`src/rtl/mf3_pkg.sv`:
```
package mf3_pkg;

    // Build-time defaults
    localparam int MAX_WIDTH_DEF = 1024;
    localparam int RESET_WIDTH   = 640;
    localparam int RESET_HEIGHT  = 480;

    // Field widths
    localparam int PIX_W      = 8;
    localparam int IMG_W_BITS = 11;
    localparam int IMG_H_BITS = 12;
    localparam int ROW_W      = IMG_H_BITS + 1;   // row count runs to height+1 while draining
    localparam int CFG_ADDR_W = 1;
    localparam int CFG_DATA_W = 12;

    // Result queue
    localparam int FIFO_DEPTH = 8;

    // Register indexes
    localparam logic [CFG_ADDR_W-1:0] REG_IMAGE_WIDTH  = CFG_ADDR_W'(0);
    localparam logic [CFG_ADDR_W-1:0] REG_IMAGE_HEIGHT = CFG_ADDR_W'(1);

    // Request opcodes
    localparam logic OP_PIXEL = 1'b0;
    localparam logic OP_DRAIN = 1'b1;

    typedef logic [PIX_W-1:0] pix_t;

    // One window column, top to bottom
    typedef struct packed {
        pix_t top;
        pix_t mid;
        pix_t bot;
    } col_t;

    // Window: [0] left, [1] center, [2] right
    typedef col_t [2:0] win_t;

    // Control that travels with a window through the median pipe
    typedef struct packed {
        logic valid;
        logic last;
    } tag_t;

endpackage

```
`src/rtl/mf3_median.sv`:
```
module mf3_median (
    input  logic          clk,
    input  logic          rst_n,
    input  mf3_pkg::tag_t in_tag,
    input  mf3_pkg::win_t in_win,
    output mf3_pkg::tag_t out_tag,
    output mf3_pkg::pix_t out_pixel
);

    import mf3_pkg::*;

    function automatic pix_t min2(pix_t a, pix_t b);
        return (a < b) ? a : b;
    endfunction

    function automatic pix_t max2(pix_t a, pix_t b);
        return (a < b) ? b : a;
    endfunction

    function automatic pix_t med3(pix_t a, pix_t b, pix_t c);
        return max2(min2(a, b), min2(max2(a, b), c));
    endfunction

    // Sort one column: top = smallest, bot = largest
    function automatic col_t sort3(col_t c);
        pix_t lo1;
        pix_t hi1;
        pix_t lo2;
        col_t s;
        lo1   = min2(c.top, c.mid);
        hi1   = max2(c.top, c.mid);
        lo2   = min2(hi1, c.bot);
        s.bot = max2(hi1, c.bot);
        s.top = min2(lo1, lo2);
        s.mid = max2(lo1, lo2);
        return s;
    endfunction

    tag_t t1_reg, t2_reg, t3_reg, t4_reg;
    win_t win_reg;
    win_t srt_reg;
    pix_t lo_reg, md_reg, hi_reg;
    pix_t res_reg;

    // Tags: valid bits need reset
    always_ff @(posedge clk or negedge rst_n)
    begin
        if (!rst_n)
        begin
            t1_reg <= '0;
            t2_reg <= '0;
            t3_reg <= '0;
            t4_reg <= '0;
        end
        else
        begin
            t1_reg <= in_tag;
            t2_reg <= t1_reg;
            t3_reg <= t2_reg;
            t4_reg <= t3_reg;
        end
    end

    // Window -> column sort -> three candidates -> median
    always_ff @(posedge clk)
    begin
        win_reg <= in_win;
        for (int i = 0; i < 3; i++)
        begin
            srt_reg[i] <= sort3(win_reg[i]);
        end
        lo_reg  <= max2(max2(srt_reg[0].top, srt_reg[1].top), srt_reg[2].top);
        md_reg  <= med3(srt_reg[0].mid, srt_reg[1].mid, srt_reg[2].mid);
        hi_reg  <= min2(min2(srt_reg[0].bot, srt_reg[1].bot), srt_reg[2].bot);
        res_reg <= med3(lo_reg, md_reg, hi_reg);
    end

    assign out_tag   = t4_reg;
    assign out_pixel = res_reg;

endmodule

```
`config.mk`:
```
export PLATFORM = sky130hd
export DESIGN_NAME = mf3_median
export DESIGN_NICKNAME = d
export VERILOG_FILES = /design/src/rtl/mf3_pkg.sv /design/src/rtl/mf3_median.sv
export SDC_FILE = /design/constraint.sdc
export NUM_CORES = 1
export LEC_CHECK = 0
export BUFFER_PORTS_ARGS = -buffer_cell sky130_fd_sc_hd__buf_2
export CAP_MARGIN = 10
export CORE_MARGIN = 4
export CORE_UTILIZATION = 50
export CTS_BUF_LIST = sky130_fd_sc_hd__clkbuf_4
export CTS_CLUSTER_DIAMETER = 150
export CTS_CLUSTER_SIZE = 16
export DETAILED_ROUTE_END_ITERATION = 16
export GPL_ROUTABILITY_DRIVEN = 0
export PLACE_DENSITY_LB_ADDON = 0.08
export SETUP_SLACK_MARGIN = 0.4
export SLEW_MARGIN = 20
export SYNTH_ARGS = -nofsm -noshare
export SYNTH_HDL_FRONTEND = slang
export SYNTH_SLANG_ARGS = --single-unit
```
`constraint.sdc`:
```
create_clock -name clk -period 6.21 [get_ports clk]
set_clock_uncertainty 0.2 [all_clocks]
set_input_delay 0.621 -clock clk [delete_from_list [all_inputs] [get_ports clk]]
set_output_delay 0.621 -clock clk [all_outputs]
set_load 0.02 [all_outputs]
```
==> summary.md, run 1 <==
| Metric | Value |
|---|---|
| Status | `completed` |
| Nature of the critical path endpoint | `register` |
| Max-cap violations | `0` |
| Multi-input gate area | `about 6100 um2` |
| Rows | `52` |
| Min Hold Slack | `0.172 ns` |
| FF+latch count, synth | `~180` |
| Total placed instance area | `~11000 um2` |
| Syn Nets | `~1.3k` |
| Core Box Area | `approximately 20000 um2` |
| Leak | `just over 6 nW` |
| Pin count of the biggest net entering global routing | `19` |
| Cell variety after synth | `just under 70` |
| Worst Path Arrival | `roughly 5.7 ns` |
| Post-DP HPWL | `about 19 mm` |
| Final Hold Vio Count | `0` |
| Worst Path Max Fanout | `9` |
| Post-synthesis sequential area ratio | `0.360` |
| DR WL/cell | `14.9 um` |
| Worst setup SP type | `register` |
| Critical path type | `reg -> reg` |
| Pre-CTS setup slack | `0.208 ns` |
| Yosys Warn Count | `0` |
| CTS Sinks | `184` |
| Clk slew on worst S/H paths | `between 0.15 and 0.2 ns` |
| Htree depth | `4` |
| Req. time, crit path | `approximately 6.5 ns` |
| Area growth, synth to finish | `20.4%` |
| CTS tree | `built` |
| Routed Wire Length | `roughly 24 mm` |
| Total CTS buffers | `17` |
| Avg Cell Area, Syn | `9.27 um2` |
| Most common cell after layout, fill and taps aside | `dfxtp_1` |
| Vias/cell | `about 5.1` |
| Final #Nets | `roughly 1.5k` |
| Worst-Skew Late Latency | `0.59 ns` |
| Share of cells above drive strength 1 | `0.183` |
| First-pass GRT wire length | `38.4 mm` |
| Via count | `8127` |
| Maximum root-to-sink buffer count | `2` |
| Final instance area | `around 12000 um2` |
| RSZ-0062 raised after global routing | `false` |
| Total Neg Setup Slack | `0 ns` |
| Boundary pin count | `between 80 and 90` |
| Maximum clock frequency | `185 MHz` |
| Final period utilization | `0.869` |
| Number of flops mapped to enable cells by yosys | `0` |
| Synthesized area | `10300 um2` |
| Fin crit period | `around 5.4 ns` |
| Final Max Tran Viols | `0` |
| PwrDens | `between 500 and 600 nW/um2` |
| IR Drop Worst-Case VDD | `about 0.3 mV` |
| CTS root buffer | `clkbuf_4` |
| Most used DFF post-synth | `dfxtp_1` |
| Vias in the first global route | `~7.7k` |
| Die H | `between 150 and 200 um` |
| Setup violators final | `0` |
| Initial core utilization | `0.509` |
| Cells after synthesis | `1116` |
| Total global routing overflow | `0` |
| Design Power | `around 0.0067 W` |
| Total GRT Usage | `0.204` |
| Slew HR | `0.519` |
| Drt drc | `0` |
| Fill count | `about 1.8k` |
| FFs w/ async S/R, synth | `0.0435` |
| Hold Crit Class | `in -> async` |
| Slew of the pin with the lowest slew margin | `just over 0.7 ns` |
| Antenna violations before repair | `1` |
| Setup ws final | `around 0.8 ns` |
| Die width | `around 150 um` |
| First DRT Iteration DRCs | `326` |
| Most frequent cells in the layout | `dfxtp_1, inv_1, ha_1` |
| First-pass DRT Iterations | `5` |
| IO Port Bufs | `85` |
| Register area | `~3700 um2` |
| DRT antenna net count | `0` |
| Die area | `between 20000 and 25000 um2` |
per-stage QoR:
stage	cells	utilization
detailed placement	1465	0.549
CTS	1572	0.602
finish	1591	0.613
global route	1591	0.613
global placement	1465	0.549
floorplan	1116	-
worst max-delay path: stages, from the launching register on:
cell and delay, ns:
dfxtp_1 0.35, inv_1 0.06, ha_1 0.30, and2_1 0.19, a221oi_2 0.35, o21bai_1 0.19, nor2_4 0.18, buf_4 0.18
mux2_2 0.37, ha_1 0.31, nand4_1 0.11, a221o_1 0.32, a22oi_1 0.25, buf_4 0.18, mux2i_1 0.24, ha_1 0.28
a21o_1 0.18, a21oi_1 0.17, nor2_1 0.06, a211oi_1 0.27, nand2_1 0.22, buf_4 0.22, mux2i_1 0.12
where the power goes:
part	leakage [nW]	internal (W)	switching, W
registers	1.58	0.00152	0.000227
logic	4.38	0.00191	0.00236
clock network	0.169	0.000258	0.000455
total	6.13	0.00369	0.00304
kinds of logic (layout without fill, tap and decap cells):
group | after synthesis | after routing | share of synthesized area
AO/OA/AOI/OAI | 230 | 230 | 0.140
adder cells (fa/ha/maj) | 133 | 133 | 0.161
buffers and inverters | 167 | 371 | 0.0625
flip-flops | 184 | 184 | 0.360
multiplexers | 153 | 153 | 0.156
other | 0 | 1 | 0
AND/OR/NAND/NOR | 249 | 249 | 0.120
cell usage after synthesis, types with 3 or more instances:
library cell / number / share of area
a21o_1: 17 / 0.012
ha_1: 133 / 0.16
dfrtp_1: 8 / 0.019
nor2_1: 64 / 0.023
nand4_1: 13 / 0.0079
buf_2: 4 / 0.0019
nor4_1: 5 / 0.0030
nand2_1: 66 / 0.024
and3_1: 4 / 0.0024
a21oi_1: 91 / 0.044
and2_1: 3 / 0.0018
dfxtp_1: 176 / 0.34
and3b_1: 9 / 0.0076
a21boi_0: 5 / 0.0036
mux2i_1: 90 / 0.087
or2_2: 3 / 0.0018
clkbuf_1: 14 / 0.0051
and4_1: 3 / 0.0025
nand2b_1: 14 / 0.0085
o21a_1: 7 / 0.0051
mux2_2: 61 / 0.066
o21ai_1: 3 / 0.0015
o211ai_1: 3 / 0.0022
a211oi_1: 8 / 0.0058
inv_1: 142 / 0.052
o21ai_0: 63 / 0.030
nand3_1: 17 / 0.0082
nor2b_1: 20 / 0.012
buf_1: 4 / 0.0015
nor3_1: 18 / 0.0087
worst paths after layout:
check / cells after the start / slack, ns / end / from
max in group asynchronous: 2 / 5.47 / out_tag[1] / rst_n
worst max-delay path: 22 / 0.81 / out_pixel[2] / md_reg[6]
worst min-delay path: 2 / 0.17 / t1_reg[0] / rst_n
min in group clk: 0 / 0.17 / t3_reg[1] / t2_reg[1]
worst min register to register: 0 / 0.17 / t3_reg[1] / t2_reg[1]
worst max register to register: 22 / 0.81 / out_pixel[2] / md_reg[6]
layout make-up:
type / count / area share
antenna: 1 / 0.000201
clock buffer: 17 / 0.0102
clock inverter: 15 / 0.0149
inverter: 142 / 0.0428
multi-input combinational: 765 / 0.486
sequential: 184 / 0.299
tap: 270 / 0.0271
timing repair buffer: 197 / 0.120
per-layer routing:
| metal | GRT usage | wire length (um) | vias up |
|---|---|---|---|
| li1 | - | - | 4286 |
| met2 | 0.335 | 10800 | 129 |
| met3 | 0.0327 | 720 | 29 |
| met1 | 0.278 | 11700 | 3683 |
| met5 | 0 | 0 | - |
| met4 | 0.0604 | 431 | 0 |
timing repair:
| action | CTS | global route |
|---|---|---|
| buffers inserted | 0 | 18 |
| gates resized for setup | 3 | 11 |
| hold buffers | 75 | 0 |
| endpoints found under the hold margin | 82 | 0 |
| setup endpoints to repair | 21 | 64 |
| pin swaps | 0 | 3 |
(Power assumes the default switching activity.)
==> inputs of run 2 (changes only) <==
--- a/config.mk
+++ b/config.mk
@@ -7,8 +7,10 @@
 export LEC_CHECK = 0
 export BUFFER_PORTS_ARGS = -buffer_cell sky130_fd_sc_hd__buf_2
 export CAP_MARGIN = 10
+export CELL_PAD_IN_SITES_DETAIL_PLACEMENT = 0
+export CELL_PAD_IN_SITES_GLOBAL_PLACEMENT = 1
 export CORE_MARGIN = 4
-export CORE_UTILIZATION = 50
+export CORE_UTILIZATION = 48
 export CTS_BUF_LIST = sky130_fd_sc_hd__clkbuf_4
 export CTS_CLUSTER_DIAMETER = 150
 export CTS_CLUSTER_SIZE = 16
==> run 2 against run 1 <==
Effect of this change: power grew 0.37%; worst setup slack got worse by 0.053 ns; core utilization shrank 2.0 points; sequential cell count unchanged; non-clock buffer count unchanged; sequential power about the same; cell count increased by 0.50%; critical path type unchanged.
==> summary.md, run 2 (synthesized netlist as in run 1, its figures left out) <==
| Metric | Value |
|---|---|
| Via count | `8133 (was 8127)` |
| Worst hold path depth | `0` |
| Max-cap violations | `0 (unchanged)` |
| Status | `completed (unchanged)` |
| Met3 Use GR | `0.0355 (was 0.0327)` |
| IO Port Bufs | `85 (unchanged)` |
| Worst Path Max Fanout | `21 (was 9)` |
| Final Max Tran Viols | `0 (unchanged)` |
| Routed Wire Length | `24.3 mm (was 23.7 mm)` |
| Leak | `6.14 nW (was 6.13 nW)` |
| Buf/Inv on CP | `3 (was 4)` |
| Pin count of the biggest net entering global routing | `22 (was 19)` |
| Hold Crit Class | `reg -> reg (was in -> async)` |
| Placed cells | `1470 (was 1465)` |
| PwrDens | `540 nW/um2 (was 541 nW/um2)` |
| Total global routing overflow | `0 (unchanged)` |
| R2R cell count | `21 (was 22)` |
| Worst Path Arrival | `5.76 ns (was 5.68 ns)` |
| Maximum clock frequency | `183 MHz (was 185 MHz)` |
| Hold_sp | `t1_reg[0]` |
| Crit path max-delay family | `compound AO/OA/AOI/OAI gates (unchanged)` |
| Rows | `53 (was 52)` |
| Clk slew on worst S/H paths | `0.16 ns (about the same)` |
| Req. time, crit path | `6.52 ns (was 6.49 ns)` |
| Total CTS buffers | `17 (unchanged)` |
| Htree depth | `4 (unchanged)` |
| CP max-delay cell | `o311ai_4 (was mux2_2)` |
| Drt drc | `0 (unchanged)` |
| Hold Path End | `t2_reg[0]` |
| Crit. path cell count | `21 (was 22)` |
| Fin crit period | `5.45 ns (was 5.40 ns)` |
| Post-DP HPWL | `19.0 mm (was 18.5 mm)` |
| DR WL/cell | `15.2 um (was 14.9 um)` |
| Setup violators final | `0 (unchanged)` |
| Switching pwr | `0.00305 W (was 0.00304 W)` |
| Die H | `155 um (was 152 um)` |
| Antenna violations before repair | `2 (was 1)` |
| Most common cell on crit path | `ha_1` |
| First DRT Iteration DRCs | `312 (was 326)` |
| R2R Setup Slk | `0.76 ns (was 0.81 ns)` |
| Most used routing layer | `met2 (unchanged)` |
| First-pass DRT Iterations | `5 (unchanged)` |
| Fill count | `1906 (was 1750)` |
| Share of cells above drive strength 1 | `0.190 (was 0.183)` |
| Post-Layout Cell Count | `1599 (was 1591)` |
| Boundary pin count | `86 (unchanged)` |
| Largest stage delay on the critical path | `0.40 ns (was 0.37 ns)` |
| CTS root buffer | `clkbuf_4 (unchanged)` |
| Final Hold Vio Count | `0 (unchanged)` |
| Total GRT Usage | `0.204 (about the same)` |
| Most common cell after layout, fill and taps aside | `dfxtp_1 (unchanged)` |
| Design Power | `0.00676 W (was 0.00673 W)` |
| Slew of the pin with the lowest slew margin | `0.656 ns (was 0.715 ns)` |
| CTS tree | `built (unchanged)` |
| DRT antenna net count | `0 (unchanged)` |
| Final period utilization | `0.878 (was 0.869)` |
| Maximum root-to-sink buffer count | `2 (unchanged)` |
| Met2 Use GR | `0.335 (about the same)` |
| Die width | `155 um (was 152 um)` |
| IR Drop Worst-Case VDD | `0.313 mV (was 0.292 mV)` |
| Nature of the critical path endpoint | `register (unchanged)` |
| First-pass GRT wire length | `39.2 mm (was 38.4 mm)` |
| Area growth, synth to finish | `21.0% (was 20.4%)` |
| Slew HR | `0.563 (was 0.519)` |
| RSZ-0062 raised after global routing | `true (was false)` |
| Clk pwr share | `0.108 (was 0.106)` |
| Combinational share of power | `0.632 (was 0.634)` |
| Worst setup SP type | `register (unchanged)` |
| Vias/cell | `5.09 (was 5.11)` |
| Final #Nets | `1518 (was 1516)` |
| Met1 Resource Use GR | `0.284 (was 0.278)` |
| Crit path cell chain | `inv_1, ha_1, a211oi_1, o21ai_0, a21oi_4, buf_4, mux2_2, ha_1, nand3_1, o311ai_4, buf_4, nand2_1, o21ai_0, ha_1, o21a_1, o21a_1, o2bb2ai_2, a21boi_1, nor4bb_1, a21oi_1, o211ai_1 (was inv_1, ha_1, and2_1, a221oi_2, o21bai_1, nor2_4, buf_4, mux2_2, ha_1, nand4_1, a221o_1, a22oi_1, buf_4, mux2i_1, ha_1, a21o_1, a21oi_1, nor2_1, a211oi_1, nand2_1, buf_4, mux2i_1)` |
| Reg power frac | `0.260 (about the same)` |
| CTS Sinks | `184 (unchanged)` |
| Die area | `24000 um2 (was 23000 um2)` |
| Vias in the first global route | `7910 (was 7733)` |
| Core Box Area | `21100 um2 (was 20300 um2)` |
| Initial core utilization | `0.490 (was 0.509)` |
| RR Endpoint | `srt_reg[56] (was out_pixel[2])` |
| Worst-Skew Late Latency | `0.60 ns (was 0.59 ns)` |
| Sw Share | `0.452 (about the same)` |
| Critical path type | `reg -> reg (unchanged)` |
| Reg2reg start | `win_reg[58] (was md_reg[6])` |
| Internal power | `0.00371 W (was 0.00369 W)` |
| Most frequent cells in the layout | `dfxtp_1, inv_1, ha_1 (unchanged)` |
run 2: area by class of cell:
type / count / area, um2 / area share
sequential: 184 / 3720 / 0.298
tap: 275 / 344 / 0.0275
antenna: 2 / 5.00 / 0.000400
clock inverter: 14 / 189 / 0.0151
clock buffer: 18 / 135 / 0.0108
inverter: 142 / 533 / 0.0426
multi-input combinational: 767 / 6120 / 0.489
timing repair buffer: 197 / 1470 / 0.117
run 2: stage by stage:
step	setup WS [ns]	cell area [um2]	util	setup TNS [ns]	hold WS (ns)
floorplan	0.751	10300	-	0	0.125
global route	0.359	12500	0.593	0	0.142
global placement	0.0890	11100	0.528	0	0.144
finish	0.760	12500	0.593	0	0.171
CTS	0.402	12300	0.582	0	0.129
detailed placement	-0.102	11100	0.528	-0.707	0.136
run 2: metal layers:
| metal | up-vias | wire length, um |
|---|---|---|
| met3 | 14 | 748 |
| met1 | 3710 | 12100 |
| met2 | 110 | 11300 |
| met4 | 0 | 212 |
| li1 | 4299 | - |
| met5 | - | 0 |
run 2: how the worst max path moves through the flow:
stage | startpoint | to | slack (ns)
global placement | win_reg[58] | srt_reg[61] | 0.09
floorplan | win_reg[58] | srt_reg[70] | 0.75
detailed placement | win_reg[58] | srt_reg[64] | -0.10
global route | win_reg[58] | srt_reg[56] | 0.36
finish | win_reg[58] | srt_reg[56] | 0.76
CTS | win_reg[58] | srt_reg[56] | 0.40
run 2: repair_timing:
| item | 4_1_cts | 5_1_grt |
|---|---|---|
| pin swaps | 1 | 4 |
| gates resized for setup | 4 | 19 |
| gates cloned | 0 | 2 |
| hold endpoints to repair | 82 | 0 |
| endpoints found under the setup margin | 44 | 55 |
| buffers inserted | 2 | 16 |
| hold buffers | 75 | 0 |
run 2: power by group through the flow:
stage / Clock [W] / Sequential [W] / Combinational (W)
2_1_floorplan: 0 / 0.00170 / 0.00310
3_3_place_gp: 0 / 0.00178 / 0.00407
3_5_place_dp: 0 / 0.00178 / 0.00410
4_1_cts: 0.000759 / 0.00175 / 0.00419
5_1_grt: 0.000811 / 0.00179 / 0.00486
6_report: 0.000733 / 0.00175 / 0.00427
==> inputs of run 3 (changes only) <==
==> constraint.sdc (replaced) <==
create_clock -name clk -period 6.21 [get_ports clk]
set_clock_uncertainty 0.2 [all_clocks]
set_input_delay 1.242 -clock clk [delete_from_list [all_inputs] [get_ports clk]]
set_output_delay 1.242 -clock clk [all_outputs]
set_load 0.02 [all_outputs]
==> run 3 against run 2 <==
Effect of this change: cell count is 4.7% lower; final area is 6.0% lower; worst setup slack better by 0.0056 ns; die area stayed put; largest power group unchanged; highest routed layer unchanged.
==> summary.md, run 3 (synthesized netlist as in run 1, its figures left out) <==
| Metric | Value |
|---|---|
| Status | `completed (unchanged)` |
| Total placed instance area | `11100 um2 (unchanged)` |
| RSZ-0062 raised after global routing | `true (unchanged)` |
| Most common cell after layout, fill and taps aside | `dfxtp_1 (unchanged)` |
| First DRT Iteration DRCs | `329 (was 312)` |
| Rows | `53 (unchanged)` |
| Reg2reg start | `win_reg[58] (unchanged)` |
| Vias in the first global route | `7542 (was 7910)` |
| Final period utilization | `0.877 (was 0.878)` |
| Maximum root-to-sink buffer count | `2 (unchanged)` |
| Area growth, synth to finish | `13.7% (was 21.0%)` |
| Post-DP HPWL | `19.0 mm (unchanged)` |
| R2R Setup Slk | `0.77 ns (was 0.76 ns)` |
| Total global routing overflow | `0 (unchanged)` |
| IR Drop Worst-Case VDD | `0.313 mV (about the same)` |
| Antenna violations before repair | `2 (unchanged)` |
| Crit path launch | `win_reg[58] (unchanged)` |
| Req. time, crit path | `6.52 ns (about the same)` |
| Htree depth | `4 (unchanged)` |
| Hold Crit Class | `reg -> reg (unchanged)` |
| Final Hold Vio Count | `0 (unchanged)` |
| CTS tree | `built (unchanged)` |
| Final #Nets | `1443 (was 1518)` |
| Final instance area | `11800 um2 (was 12500 um2)` |
| Initial core utilization | `0.490 (unchanged)` |
| Setup ws final | `0.766 ns (was 0.760 ns)` |
| CTS root buffer | `clkbuf_4 (unchanged)` |
| Die area | `24000 um2 (unchanged)` |
| First-pass GRT wire length | `37.7 mm (was 39.2 mm)` |
| Critical path type | `reg -> reg (unchanged)` |
| Final Max Tran Viols | `0 (unchanged)` |
| Routed Wire Length | `23.5 mm (was 24.3 mm)` |
| Fin crit period | `5.44 ns (was 5.45 ns)` |
| Fin util | `0.558 (was 0.593)` |
| PwrDens | `571 nW/um2 (was 540 nW/um2)` |
| Most frequent cells in the layout | `dfxtp_1, inv_1, ha_1 (unchanged)` |
| Post-cts hold buffer count | `0 (was 75)` |
| Worst Path Max Fanout | `14 (was 21)` |
| Slew HR | `0.564 (was 0.563)` |
| Leak | `5.83 nW (was 6.14 nW)` |
| DRT antenna net count | `0 (unchanged)` |
| Vias/cell | `5.14 (was 5.09)` |
| Worst setup SP type | `register (unchanged)` |
| Worst-Skew Late Latency | `0.60 ns (about the same)` |
| Nature of the critical path endpoint | `register (unchanged)` |
| IO Port Bufs | `85 (unchanged)` |
| Core Box Area | `21100 um2 (unchanged)` |
| Total CTS buffers | `17 (unchanged)` |
| First-pass DRT Iterations | `5 (unchanged)` |
| Maximum clock frequency | `184 MHz (was 183 MHz)` |
| Total GRT Usage | `0.197 (was 0.204)` |
| Drt drc | `0 (unchanged)` |
| Pre-CTS setup slack | `-0.102 ns (unchanged)` |
| Clk slew on worst S/H paths | `0.16 ns (about the same)` |
| Die H | `155 um (unchanged)` |
| Via count | `7836 (was 8133)` |
| Max-cap violations | `0 (unchanged)` |
| CTS Sinks | `184 (unchanged)` |
| Share of cells above drive strength 1 | `0.201 (was 0.190)` |
| Pin count of the biggest net entering global routing | `22 (unchanged)` |
| Slew of the pin with the lowest slew margin | `0.649 ns (was 0.656 ns)` |
| Die width | `155 um (unchanged)` |
| Boundary pin count | `86 (unchanged)` |
| Hold_sp | `t3_reg[0] (was t1_reg[0])` |
| Setup violators final | `0 (unchanged)` |
| DR WL/cell | `15.4 um (was 15.2 um)` |
| Worst Path Arrival | `5.76 ns (about the same)` |
-- run 3: cell count changes in the layout (fill, tap and decap cells not counted) --
cell | before | now
dlygate4sd3_1 | 75 | 0
-- run 3: per-stage QoR --
step	hold WS (ns)	power, W	setup TNS (ns)	instances
after global placement	0.144	0.00585	0	1470
after floorplan	0.131	0.00480	0	1116
after global routing	0.188	0.00743	0	1524
after CTS	0.174	0.00667	0	1504
after detailed placement	0.136	0.00588	-0.707	1470
final	0.170	0.00672	0	1524
-- run 3: path summary, 6_finish.rpt --
| kind | to | cells past startpoint |
|---|---|---|
| max in group asynchronous | t2_reg[0] | 1 |
| min | out_tag[0] | 0 |
| min reg2reg | out_tag[0] | 0 |
| max | srt_reg[56] | 21 |
| min in group asynchronous | t2_reg[1] | 1 |
| max reg2reg | srt_reg[56] | 21 |
-- run 3: final cells by class --
class                      count  area [um2]
clock inverter                14         189
multi-input combinational    767        6120
antenna                        2        5.00
inverter                     142         533
timing repair buffer         122         716
clock buffer                  18         135
tap                          275         344
fill                        1988        9330
sequential                   184        3720
-- run 3: what timing repair did --
item / in CTS / in global routing
pin swaps: 1 / 4
setup buffers: 2 / 16
endpoints found under the setup margin: 44 / 55
gates resized for setup: 4 / 19
cloned: 0 / 2
-- run 3: worst max-delay path, cell delays in order (launching register included) --
cell       delay [ns]
dfxtp_1          0.35
inv_1            0.05
ha_1             0.30
a211oi_1         0.18
o21ai_0          0.20
a21oi_4          0.26
buf_4            0.17
mux2_2           0.38
ha_1             0.31
nand4_1          0.19
o311ai_4         0.45
buf_4            0.28
nand2_1          0.07
o21ai_0          0.16
ha_1             0.31
o21a_1           0.19
o21a_1           0.18
o2bb2ai_2        0.25
a21boi_1         0.35
nor4bb_1         0.33
a21oi_1          0.07
o211ai_1         0.13
-- run 3: layer usage --
metal,track usage,wire length [um],vias to the layer above
met5,0,0,-
met4,0.0446,214,0
met3,0.0358,752,14
met2,0.315,10700,105
met1,0.279,11800,3571
li1,-,-,4146
-- run 3: report_power, final --
| part | switching [W] | internal [W] | leakage [nW] |
|---|---|---|---|
| registers | 0.000231 | 0.00152 | 1.58 |
| logic | 0.00238 | 0.00186 | 4.07 |
| clock network | 0.000435 | 0.000296 | 0.178 |
| total | 0.00304 | 0.00368 | 5.83 |
